### src/hdl/pva_pkg.sv
// Package for the polyphonic voice allocator: constants, codes and entry type.
// No dependencies.
package pva_pkg;

	localparam int MaxVoicesDef = 16;
	localparam int CountW = 5;
	localparam logic [7:0] NoNote = 8'hFF;

	localparam logic [1:0] KIND_ON = 2'd0;
	localparam logic [1:0] KIND_OFF = 2'd1;
	localparam logic [1:0] KIND_UPD = 2'd2;
	localparam logic [1:0] KIND_CLEAN = 2'd3;

	localparam logic [2:0] PH_IDLE = 3'd0;
	localparam logic [2:0] PH_ATTACK = 3'd1;
	localparam logic [2:0] PH_RELEASE = 3'd4;

	localparam logic [3:0] OC_IDLE_TAKEN = 4'd0;
	localparam logic [3:0] OC_REL_STOLEN = 4'd1;
	localparam logic [3:0] OC_ACT_STOLEN = 4'd2;
	localparam logic [3:0] OC_FALLBACK = 4'd3;
	localparam logic [3:0] OC_RELEASED = 4'd4;
	localparam logic [3:0] OC_DUP_OFF = 4'd5;
	localparam logic [3:0] OC_LATE_OFF = 4'd6;
	localparam logic [3:0] OC_NOT_FOUND = 4'd7;
	localparam logic [3:0] OC_UPDATE = 4'd8;
	localparam logic [3:0] OC_CLEANUP = 4'd9;

	// note, phase, level, order
	localparam int EntryW = 8 + 3 + 16 + 32;

	typedef struct packed {
		logic [7:0] note;
		logic [2:0] phase;
		logic [15:0] level;
		logic [31:0] order;
	} entry_t;

endpackage

### src/hdl/pva_ram.sv
// Generic single-port-write, single-read RAM with registered read data.
// No dependencies.
module pva_ram #(
	parameter int Width = 8,
	parameter int Depth = 16
) (
	input  logic                     clk,
	input  logic                     we,
	input  logic [$clog2(Depth)-1:0] waddr,
	input  logic [Width-1:0]         wdata,
	input  logic [$clog2(Depth)-1:0] raddr,
	output logic [Width-1:0]         rdata
);
	logic [Width-1:0] mem [Depth];

	always_ff @(posedge clk) begin
		if (we) begin
			mem[waddr] <= wdata;
		end
		rdata <= mem[raddr];
	end
endmodule

### src/hdl/polyphonic_voice_allocator.sv
// Polyphonic voice allocator: voice table in one RAM, scanned by a sequencer.
// Depends on pva_pkg and pva_ram.
//
// After reset the block clears the MAX_VOICES entries of the voice table, one
// entry a cycle, before it takes the first item. Each item scans the live
// voices through the single RAM read port, one entry a cycle: a note-on takes
// up to three passes, a note-off up to three, cleanup one, an update none.
// The block returns to idle after each item before it takes the next one.
// One item is worked at a time; the result is held in an output register while
// the next item is taken, and a finished item waits only while that register
// still holds an unaccepted result.
module polyphonic_voice_allocator
	import pva_pkg::*;
#(
	parameter int MAX_VOICES = MaxVoicesDef
) (
	input  logic        clk,
	input  logic        arst_n,
	input  logic        cfg_we,
	input  logic [4:0]  cfg_wdata,
	input  logic        in_valid,
	output logic        in_ready,
	input  logic [1:0]  kind,
	input  logic [6:0]  note,
	input  logic [31:0] note_seq,
	input  logic [3:0]  voice,
	input  logic [2:0]  env_phase,
	input  logic [15:0] env_level,
	output logic        out_valid,
	input  logic        out_ready,
	output logic [3:0]  chosen_voice,
	output logic [3:0]  outcome
);
	localparam int AW = (MAX_VOICES > 1) ? $clog2(MAX_VOICES) : 1;
	localparam int RD = 1 << AW;
	localparam int CW = AW + 1;

	typedef enum logic [6:0] {
		ST_CLEAR = 7'b0000001,
		ST_IDLE  = 7'b0000010,
		ST_SCAN  = 7'b0000100,
		ST_LAST  = 7'b0001000,
		ST_WRITE = 7'b0010000,
		ST_PASS  = 7'b0100000,
		ST_DONE  = 7'b1000000
	} state_t;

	state_t      state_q;
	logic [4:0]  cnt_cfg_q;
	logic [1:0]  kind_q;
	logic [6:0]  note_q;
	logic [31:0] order_q;
	logic [3:0]  vsel_q;
	logic [2:0]  ph_q;
	logic [15:0] lvl_q;
	logic [1:0]  pass_q;
	logic [AW-1:0] rd_idx_q;
	logic        rd_act_q;
	logic [AW-1:0] idx_s1;
	logic        vld_s1;
	logic        found_q;
	logic [AW-1:0] pick_q;
	logic [32:0] best_q;
	entry_t      pick_e_q;
	logic        out_valid_q;
	logic [3:0]  ov_q, oo_q;
	logic [3:0]  oc_q;
	logic [3:0]  cv_q;
	logic [CW-1:0] n_live;

	logic        we;
	logic [AW-1:0] waddr, raddr;
	entry_t      wdata, rdata;

	pva_ram #(.Width(EntryW), .Depth(RD)) u_ram (
		.clk(clk), .we(we), .waddr(waddr), .wdata(wdata),
		.raddr(raddr), .rdata(rdata)
	);

	always_comb begin
		n_live = CW'(cnt_cfg_q);
		if (cnt_cfg_q == 5'd0) n_live = CW'(1);
		if ({27'd0, cnt_cfg_q} > 32'(MAX_VOICES)) n_live = CW'(MAX_VOICES);
	end

	logic act, match, cand;
	logic last_rd;
	assign act = rdata.phase != PH_IDLE && rdata.phase != PH_RELEASE;
	assign match = rdata.note == {1'b0, note_q};
	assign last_rd = {1'b0, rd_idx_q} == n_live - CW'(1);

	always_comb begin
		cand = 1'b0;
		if (kind_q == KIND_ON) begin
			case (pass_q)
				2'd0: cand = !found_q && rdata.phase == PH_IDLE;
				2'd1: cand = rdata.phase == PH_RELEASE && {17'd0, rdata.level} < best_q;
				default: cand = act && {1'b0, rdata.order} < best_q;
			endcase
		end else if (kind_q == KIND_OFF) begin
			case (pass_q)
				2'd0: cand = match && act && {1'b0, rdata.order} < best_q;
				2'd1: cand = !found_q && match && rdata.phase == PH_RELEASE;
				default: cand = !found_q && match && rdata.phase == PH_IDLE;
			endcase
		end
	end

	logic clean_hit;
	assign clean_hit = rdata.phase == PH_IDLE && rdata.note != NoNote && rdata.note != 8'd0;

	logic [32:0] best_init;
	always_comb begin
		best_init = 33'h1_FFFF_FFFF;
		if (kind_q == KIND_ON && pass_q == 2'd1) best_init = 33'h1_0000;
		if (kind_q == KIND_ON && pass_q == 2'd2) best_init = {1'b0, order_q} + 33'd1;
	end

	always_comb begin
		we = 1'b0;
		waddr = pick_q;
		wdata = pick_e_q;
		raddr = rd_idx_q;
		if (state_q == ST_CLEAR) begin
			we = 1'b1;
			waddr = rd_idx_q;
			wdata = '{note: NoNote, phase: PH_IDLE, level: 16'd0, order: 32'd0};
		end else if (state_q == ST_SCAN && kind_q == KIND_CLEAN && vld_s1 && clean_hit) begin
			we = 1'b1;
			waddr = idx_s1;
			wdata = rdata;
			wdata.note = NoNote;
		end else if (state_q == ST_WRITE) begin
			we = kind_q != KIND_OFF || found_q;
			if (kind_q == KIND_UPD) begin
				waddr = AW'(vsel_q);
				wdata = rdata;
				wdata.phase = ph_q;
				wdata.level = lvl_q;
				we = {28'd0, vsel_q} < 32'(MAX_VOICES);
			end else if (kind_q == KIND_ON) begin
				if (oc_q == OC_FALLBACK) wdata = rdata;
				wdata.note = {1'b0, note_q};
				wdata.order = order_q;
				wdata.phase = PH_ATTACK;
			end else begin
				wdata.note = NoNote;
				if (oc_q == OC_RELEASED) wdata.phase = PH_RELEASE;
			end
		end
	end

	assign in_ready = state_q == ST_IDLE;
	assign out_valid = out_valid_q;
	assign chosen_voice = ov_q;
	assign outcome = oo_q;

	always_ff @(posedge clk or negedge arst_n) begin
		if (!arst_n) begin
			state_q <= ST_CLEAR;
			cnt_cfg_q <= 5'd16;
			rd_idx_q <= '0;
			rd_act_q <= 1'b0;
			vld_s1 <= 1'b0;
			out_valid_q <= 1'b0;
			pass_q <= 2'd0;
			found_q <= 1'b0;
		end else begin
			if (cfg_we) cnt_cfg_q <= cfg_wdata;
			if (state_q == ST_DONE && (!out_valid_q || out_ready)) out_valid_q <= 1'b1;
			else if (out_ready) out_valid_q <= 1'b0;
			vld_s1 <= state_q == ST_SCAN && rd_act_q;
			idx_s1 <= rd_idx_q;
			unique case (state_q)
				ST_CLEAR: begin
					if (32'(rd_idx_q) == MAX_VOICES - 1) begin
						rd_idx_q <= '0;
						state_q <= ST_IDLE;
					end else begin
						rd_idx_q <= rd_idx_q + AW'(1);
					end
				end
				ST_IDLE: begin
					if (in_valid && in_ready) begin
						kind_q <= kind; note_q <= note; order_q <= note_seq;
						vsel_q <= voice; ph_q <= env_phase; lvl_q <= env_level;
						pass_q <= 2'd0;
						found_q <= 1'b0;
						pick_q <= '0;
						best_q <= 33'h1_FFFF_FFFF;
						if (kind == KIND_UPD) begin
							rd_idx_q <= AW'(voice);
							state_q <= ST_LAST;
						end else begin
							rd_idx_q <= '0;
							rd_act_q <= 1'b1;
							state_q <= ST_SCAN;
						end
					end
				end
				ST_SCAN: begin
					if (vld_s1) begin
						if (cand) begin
							found_q <= 1'b1;
							pick_q <= idx_s1;
							pick_e_q <= rdata;
							if (pass_q == 2'd1) best_q <= {17'd0, rdata.level};
							else best_q <= {1'b0, rdata.order};
						end
						if ({1'b0, idx_s1} == n_live - CW'(1)) begin
							state_q <= ST_PASS;
						end
					end
					if (rd_act_q) begin
						if (last_rd) rd_act_q <= 1'b0;
						else rd_idx_q <= rd_idx_q + AW'(1);
					end
				end
				ST_LAST: state_q <= ST_WRITE;
				ST_PASS: begin
					rd_idx_q <= '0;
					if (kind_q == KIND_CLEAN) begin
						oc_q <= OC_CLEANUP; cv_q <= '0; state_q <= ST_DONE;
					end else if (kind_q == KIND_ON) begin
						if (found_q) begin
							state_q <= ST_WRITE;
							oc_q <= 4'(pass_q);
						end else if (pass_q == 2'd2) begin
							oc_q <= OC_FALLBACK;
							pick_q <= '0;
							state_q <= ST_LAST;
						end else begin
							pass_q <= pass_q + 2'd1;
							state_q <= ST_SCAN; rd_act_q <= 1'b1;
							best_q <= (pass_q == 2'd0) ? 33'h1_0000 : {1'b0, order_q} + 33'd1;
						end
					end else begin
						if (found_q || pass_q == 2'd2) begin
							state_q <= ST_WRITE;
							oc_q <= found_q ? (OC_RELEASED + 4'(pass_q)) : OC_NOT_FOUND;
						end else begin
							pass_q <= pass_q + 2'd1;
							state_q <= ST_SCAN; rd_act_q <= 1'b1;
							best_q <= best_init;
						end
					end
				end
				ST_WRITE: begin
					if (kind_q == KIND_ON) begin
						cv_q <= 4'(pick_q);
					end else if (kind_q == KIND_UPD) begin
						oc_q <= OC_UPDATE; cv_q <= '0;
					end else begin
						cv_q <= found_q ? 4'(pick_q) : 4'd0;
					end
					state_q <= ST_DONE;
				end
				ST_DONE: begin
					if (!out_valid_q || out_ready) begin
						oo_q <= oc_q;
						ov_q <= cv_q;
						state_q <= ST_IDLE;
					end
				end
				default: state_q <= ST_IDLE;
			endcase
		end
	end
endmodule

### config.mk
export PLATFORM = sky130hd
export DESIGN_NAME = polyphonic_voice_allocator
export DESIGN_NICKNAME = d
export VERILOG_FILES = /design/src/hdl/pva_pkg.sv /design/src/hdl/pva_ram.sv /design/src/hdl/polyphonic_voice_allocator.sv
export SDC_FILE = /design/constraint.sdc
export NUM_CORES = 1
export LEC_CHECK = 0
export ABC_AREA = 1
export BUFFER_PORTS_ARGS = -buffer_cell sky130_fd_sc_hd__buf_2
export CAP_MARGIN = 30
export CORE_UTILIZATION = 40
export DETAILED_ROUTE_END_ITERATION = 8
export GPL_ROUTABILITY_DRIVEN = 0
export SYNTH_ARGS = -nofsm -noshare
export SYNTH_HDL_FRONTEND = slang
export SYNTH_HIERARCHICAL = 1
export SYNTH_SLANG_ARGS = --single-unit
### constraint.sdc
create_clock -name clk -period 6.2 [get_ports clk]
set_input_delay 0.62 -clock clk [delete_from_list [all_inputs] [get_ports clk]]
set_output_delay 0.62 -clock clk [all_outputs]
set_load 0.02 [all_outputs]
=== Word-level counts from Yosys, hierarchy flattened ===
Memory sizes are Yosys's and may differ from the RTL's. A register that Yosys moved wholly into a read port is not among the register bits.
Cells that the tools add are included.

* Register bits after elaboration: 202
* Latch bits: 0
* Bits in writable memories: 944
* Memory bits (read-only): 0
* Input bits: 74
* Output and inout bits: 10
* Logic and storage cells: 226
* Memories kept: 1

{| class="wikitable"
|+ Memories
! name !! words !! width !! read ports !! clocked after Yosys merged registers in !! write ports !! RTL line !! text
|-
| u_ram.mem || 16 || 59 || 1 || 1 || 1 || pva_ram.sv:14 || <nowiki>logic [Width-1:0] mem [Depth];</nowiki>
|}

* Add/subtract/negate cells: 5
* Multiply operators: 0
* Divide/modulo/power cells: 0
* Order comparisons: 3
* Equal/unequal tests: 44
* Shifts and indexed selects: 0
* Muxes and demuxes: 100
* Bitwise operators: 0
* Reduce and logical (&&, ||, !) cells: 48

{| class="wikitable"
|+ Operator list
! operator !! number
|-
| $mux 33 || 11
|-
| $mux 59 || 4
|-
| $mux 4 || 30
|-
| $pmux 33 s3 || 1
|-
| $mux 48 || 2
|-
| $mux 7 || 7
|-
| $pmux 7 s7 || 1
|-
| $add 32x1->33 const B || 1
|-
| $lt 16x33->1 || 1
|-
| $lt 32x33->1 || 1
|-
| $mux 32 || 1
|-
| $mux 1 || 22
|-
| $ne 2x2->1 const B || 11
|-
| $mux 5 || 4
|-
| $logic_and 1x1->1 || 19
|-
| $reduce_and 9->1 || 2
|-
| $pmux 4 s2 || 2
|-
| $pmux 4 s4 || 1
|-
| $mux 2 || 6
|-
| $ne 2x1->1 const B || 6
|-
| $ne 3x3->1 const B || 4
|-
| $pmux 4 s3 || 1
|-
| $reduce_and 4->1 || 3
|-
| $reduce_and 6->1 || 2
|-
| other kinds (40) || 57
|}

=== Logic depth before layout (Yosys ltp) ===
* Word-level depth: 10
* Depth in mapped cells: 17
* Gate-level depth less buffers: 17

=== Modules after synthesis ===
The synthesis kept the hierarchy.

{| class="wikitable"
|+ By module, submodules not included
! module !! times used !! cells each !! area each (um^2)
|-
| pva_ram || 1 || 3885 || 41527.3
|-
| polyphonic_voice_allocator || 1 || 1374 || 12006.5
|}

=== Worst setup path after synthesis ===
No wires, ideal clock.

* Path kind: flip-flop to flip-flop
* Start: reg state_q[4]
* End: mem u_ram/mem[11][0] (netlist name) (enable)
* Arrival time: 4.251 ns
* Slack: 1.473 ns
* Stages on the path, launching flop included: 13
* Path buffers: 1
* Period minus slack after synthesis: 4.727 ns
* Cell sequence: dfrtp_1 inv_2 nand3_4 nor2_2 nand3_2 inv_2 nand4_2 buf_2 o21ai_1 a21oi_1 a21oi_1 nand3_1 nor2_1

* Elaborated cells between the ends (all ways): 14
* Those cells by class: eq/ne: 3; mux: 8; reduce/logical: 3

{| class="wikitable"
|+ RTL lines
! element !! RTL line !! text
|-
| from (decl) || polyphonic_voice_allocator.sv:48 || <nowiki>state_t state_q;</nowiki>
|-
| from (signal assigned) || polyphonic_voice_allocator.sv:160 || <nowiki>state_q <= ST_CLEAR;</nowiki>
|-
| from (signal assigned) || polyphonic_voice_allocator.sv:178 || <nowiki>state_q <= ST_IDLE;</nowiki>
|-
| from (signal assigned) || polyphonic_voice_allocator.sv:193 || <nowiki>state_q <= ST_LAST;</nowiki>
|-
| $eq 7x3->1 || polyphonic_voice_allocator.sv:128 || <nowiki>end else if (state_q == ST_SCAN && kind_q == KIND_CLEAN && vld_s1 && clean_hit) begin</nowiki>
|-
| $logic_and 1x1->1 (3 in series) || polyphonic_voice_allocator.sv:128 ||
|-
| $mux 4 || polyphonic_voice_allocator.sv:128 ||
|-
| $mux 4 (*) || polyphonic_voice_allocator.sv:124 || <nowiki>if (state_q == ST_CLEAR) begin</nowiki>
|-
| via waddr[0] || polyphonic_voice_allocator.sv:72 || <nowiki>logic [AW-1:0] waddr, raddr;</nowiki>
|-
| to (decl) || pva_ram.sv:14 ||
|}

Mark *: on every way through the listed nets, which the timed path passes. The rest lies on a longest branch.

=== Worst setup path after layout ===
* Start: reg state_q[6]
* End: mem u_ram/mem[11][17] (netlist name) (enable)

Same word-level chain as after synthesis.

==> run metrics <==
status finished clean; Final ANT Viol Nets 0; shortest period the worst path allows 4.579 ns; H-tree levels 3; Starting Density 0.4052; sequential area share after synthesis 0.6629; Bufs on Longest Clock Path 3; CP cell instances inv_2 > nand3_4 > nor2_2 > nand3_2 > inv_2 > nand4_4 > o21ai_1 > a21oi_1 > a21oi_1 > nand3_1 > nor2_4 > buf_12; final wirelength 150400 µm; RSZ-0062 raised after global routing false; max incr delay on CP 0.73 ns; cell depth of the worst setup path 12; Synth top area share 0.6305; Arr. time, crit path 4.96 ns; Vias 37140; Hold Crit Start env_level[13]; met2 usage in global routing 0.3468; met3 usage 0.03937; Final Power 23100 µW; CTS tree built; PD cells 383.6 nW/µm²; CTS-repair resized insts 0; mean area per synthesized cell 10.18 µm²; met1 Track Usage GR 0.3068; worst hold path type in -> reg; iteration count of the initial detailed-routing pass 6; drt via density 5.184; Most Crowded Layer GR met2; clk_lat worst skew 0.75 ns; FF-to-FF Start state_q[6]; Clock transition at path regs 0.07 ns; CTS Sinks 1205; top-count cell post-synth nand2_1; initial antenna violation count 8; endpoints failing setup 0; FF-to-FF End u_ram/mem[11][17]; critical path class reg -> reg; Congestion Overflow GR 0; PortBufs 83; Hold Crit Depth 1; EDFF count, synth 1124; dpl hpwl 86210 µm; FFs w/ async S/R, synth 0.01826; Max VDD drop 320.3 µV; CTS buffer count 119; Slew HR 0.2974; vias in the first global route 34940; largest net degree at the start of global routing 164; Residual DRC 0; setup TNS 0 ns; post-synthesis net count 5389; clk root buf clkbuf_16; number of diodes 0; area leader, netlist edfxtp_1; Crit Path Max Fanout 45; drt wl/cell 20.99 µm; WP data required 6.58 ns; worst path bufs/invs 3; Total Nets Final 5434; max_cap viols 0; Synth Warn # 6; skew final 0.02433 ns; Lkg Pwr 0.02504 µW; Finished Cell Area 60200 µm²; Max Clock Freq 218.4 MHz; Worst R2R Path Depth 12; final hold violations 0; Worst R2R Setup Slack 1.62 ns; slowest library cell on the worst path inv_2; Final Cycle Share 0.7386; Die X 367.8 µm; max-slew violation count 0; Overall Global Routing Usage 0.2201; largest delay contributor family on the critical path simple AND/OR/NAND/NOR gates; Synth cell types 57; cell row count 133; end point of the worst hold path lvl_q[13]; Post-DP Area 56110 µm²; Ports 84; share of cells above drive strength 1 0.08042; synthesized area 53530 µm²; crit start category flop; area grow syn2layout 12.46%; list of most frequent post-synthesis cells 1489 x nand2_1, 1124 x edfxtp_1, 875 x inv_1, 843 x nand3_1, 136 x nor2_1; die height 367.8 µm; core box area 132100 µm²; Yosys reg bits 1205; top post-synthesis cells by area edfxtp_1 63%, nand2_1 10%, nand3_1 7.9%, inv_1 6.1%, dfxtp_1 2.2%; Iter 0 DRT Violations 4071; total die area 135300 µm²; Post-Synthesis Cells 5259; Post-CTS Setup Repair Bufs 0; Worst-Margin Slew 1.050 ns; Synth Flop Type edfxtp_1; crit end category flop; global-route wire length before repair 224300 µm
==> routing by layer <==
metal / part of all wire / vias to the layer above
li1: - / 17450
met4: 0.027 / 4
met3: 0.089 / 245
met2: 0.46 / 1535
met1: 0.43 / 17910
met5: 0.000093 / -
==> cells in the final DEF (no fill, tap or decap), types with 8 or more instances in the layout <==
cell       synthesis  final
nor3_1            42     42
clkinv_1           2     22
inv_2             16     13
buf_2            119     83
clkbuf_16          0    120
nand3_1          843    843
inv_1            875    874
a22oi_1           32     32
nor2_1           136    118
o21ai_1           11     11
a221oi_1          12     12
a21oi_1           54     53
xor2_1            13     13
nor2_4             1     19
dfxtp_1           59     59
clkbuf_1          72     25
bufinv_16          0     12
clkbuf_8           0     21
nor4_1            17     17
o211ai_1          18     18
o22ai_1           22     22
edfxtp_1        1124   1124
ha_1              56     56
o21ai_0           80     80
buf_12             0     19
buf_4             20     65
nand2_2            7      8
dfrtp_1           20     16
nand4_1           21     21
nand2_1         1489   1488
clkinv_2           0     21
==> how the worst max path moves through the flow <==
stage / startpoint / end / slack, ns
2_1_floorplan: state_q[4] / u_ram/mem[11][0] / 1.47
3_3_place_gp: state_q[6] / u_ram/mem[9][19] / 1.61
3_5_place_dp: state_q[6] / u_ram/mem[5][15] / 1.71
4_1_cts: state_q[6] / u_ram/mem[5][36] / 1.68
5_1_grt: state_q[6] / u_ram/mem[11][17] / 1.42
6_report: state_q[6] / u_ram/mem[11][17] / 1.62
==> power by group <==
part | switching, µW | internal [µW] | total, µW
logic | 4110 | 1680 | 5790
clock network | 3100 | 4300 | 7400
registers | 581 | 9330 | 9910
total | 7790 | 15300 | 23100
==> state kept, by name, summed over array words and instances, names as in the netlist, 5 cells and up <==
register	count
best_q	33
cnt_cfg_q	5
lvl_q	16
note_q	7
order_q	32
pick_e_q	59
state_q	7
u_ram/mem	944
u_ram/rdata	59
==> area by class of cell <==
type / count / area (µm²)
Tap cell: 1755 / 2196
Clock buffer: 166 / 3386
Inverter: 893 / 3371
Sequential cell: 1205 / 35500
Multi-Input combinational cell: 2907 / 13610
Timing Repair Buffer: 178 / 1508
Fill cell: 12190 / 71930
Clock inverter: 60 / 633.1
==> kinds of logic after synthesis <==
kind of cell,count (synthesis),share of synthesized area
flops,1205,0.6629
fa+ha+maj,56,0.01309
buf+inv,1147,0.08629
xor+xnor,16,0.002618
mux,2,0.0004207
compound gates,253,0.02868
simple gates,2580,0.2060
==> metrics by stage <==
step / util / setup WS (ns) / cells / hold WS [ns]
after floorplan: - / 1.473 / 5259 / 0.3244
after global placement: 0.4231 / 1.609 / 6921 / 0.4010
after detailed placement: 0.4247 / 1.706 / 6934 / 0.4052
after CTS: 0.4552 / 1.679 / 7161 / 0.004747
after global routing: 0.4556 / 1.419 / 7164 / 0.04047
final: 0.4556 / 1.621 / 7164 / 0.04671
==> worst reg2reg max path, delay by kind of cell (launching register included) <==
kind | cells | cell delay [ns]
flops | 1 | 0.40
compound gates | 3 | 0.55
simple gates | 6 | 1.91
buf+inv | 3 | 1.26
==> repair_timing <==
action                                  in CTS  in global routing
hold endpoints to repair                    20                  0
endpoints found under the setup margin       0                  0
hold buffers                                 1                  0
No activity file was read; power rests on OpenSTA's default activity.
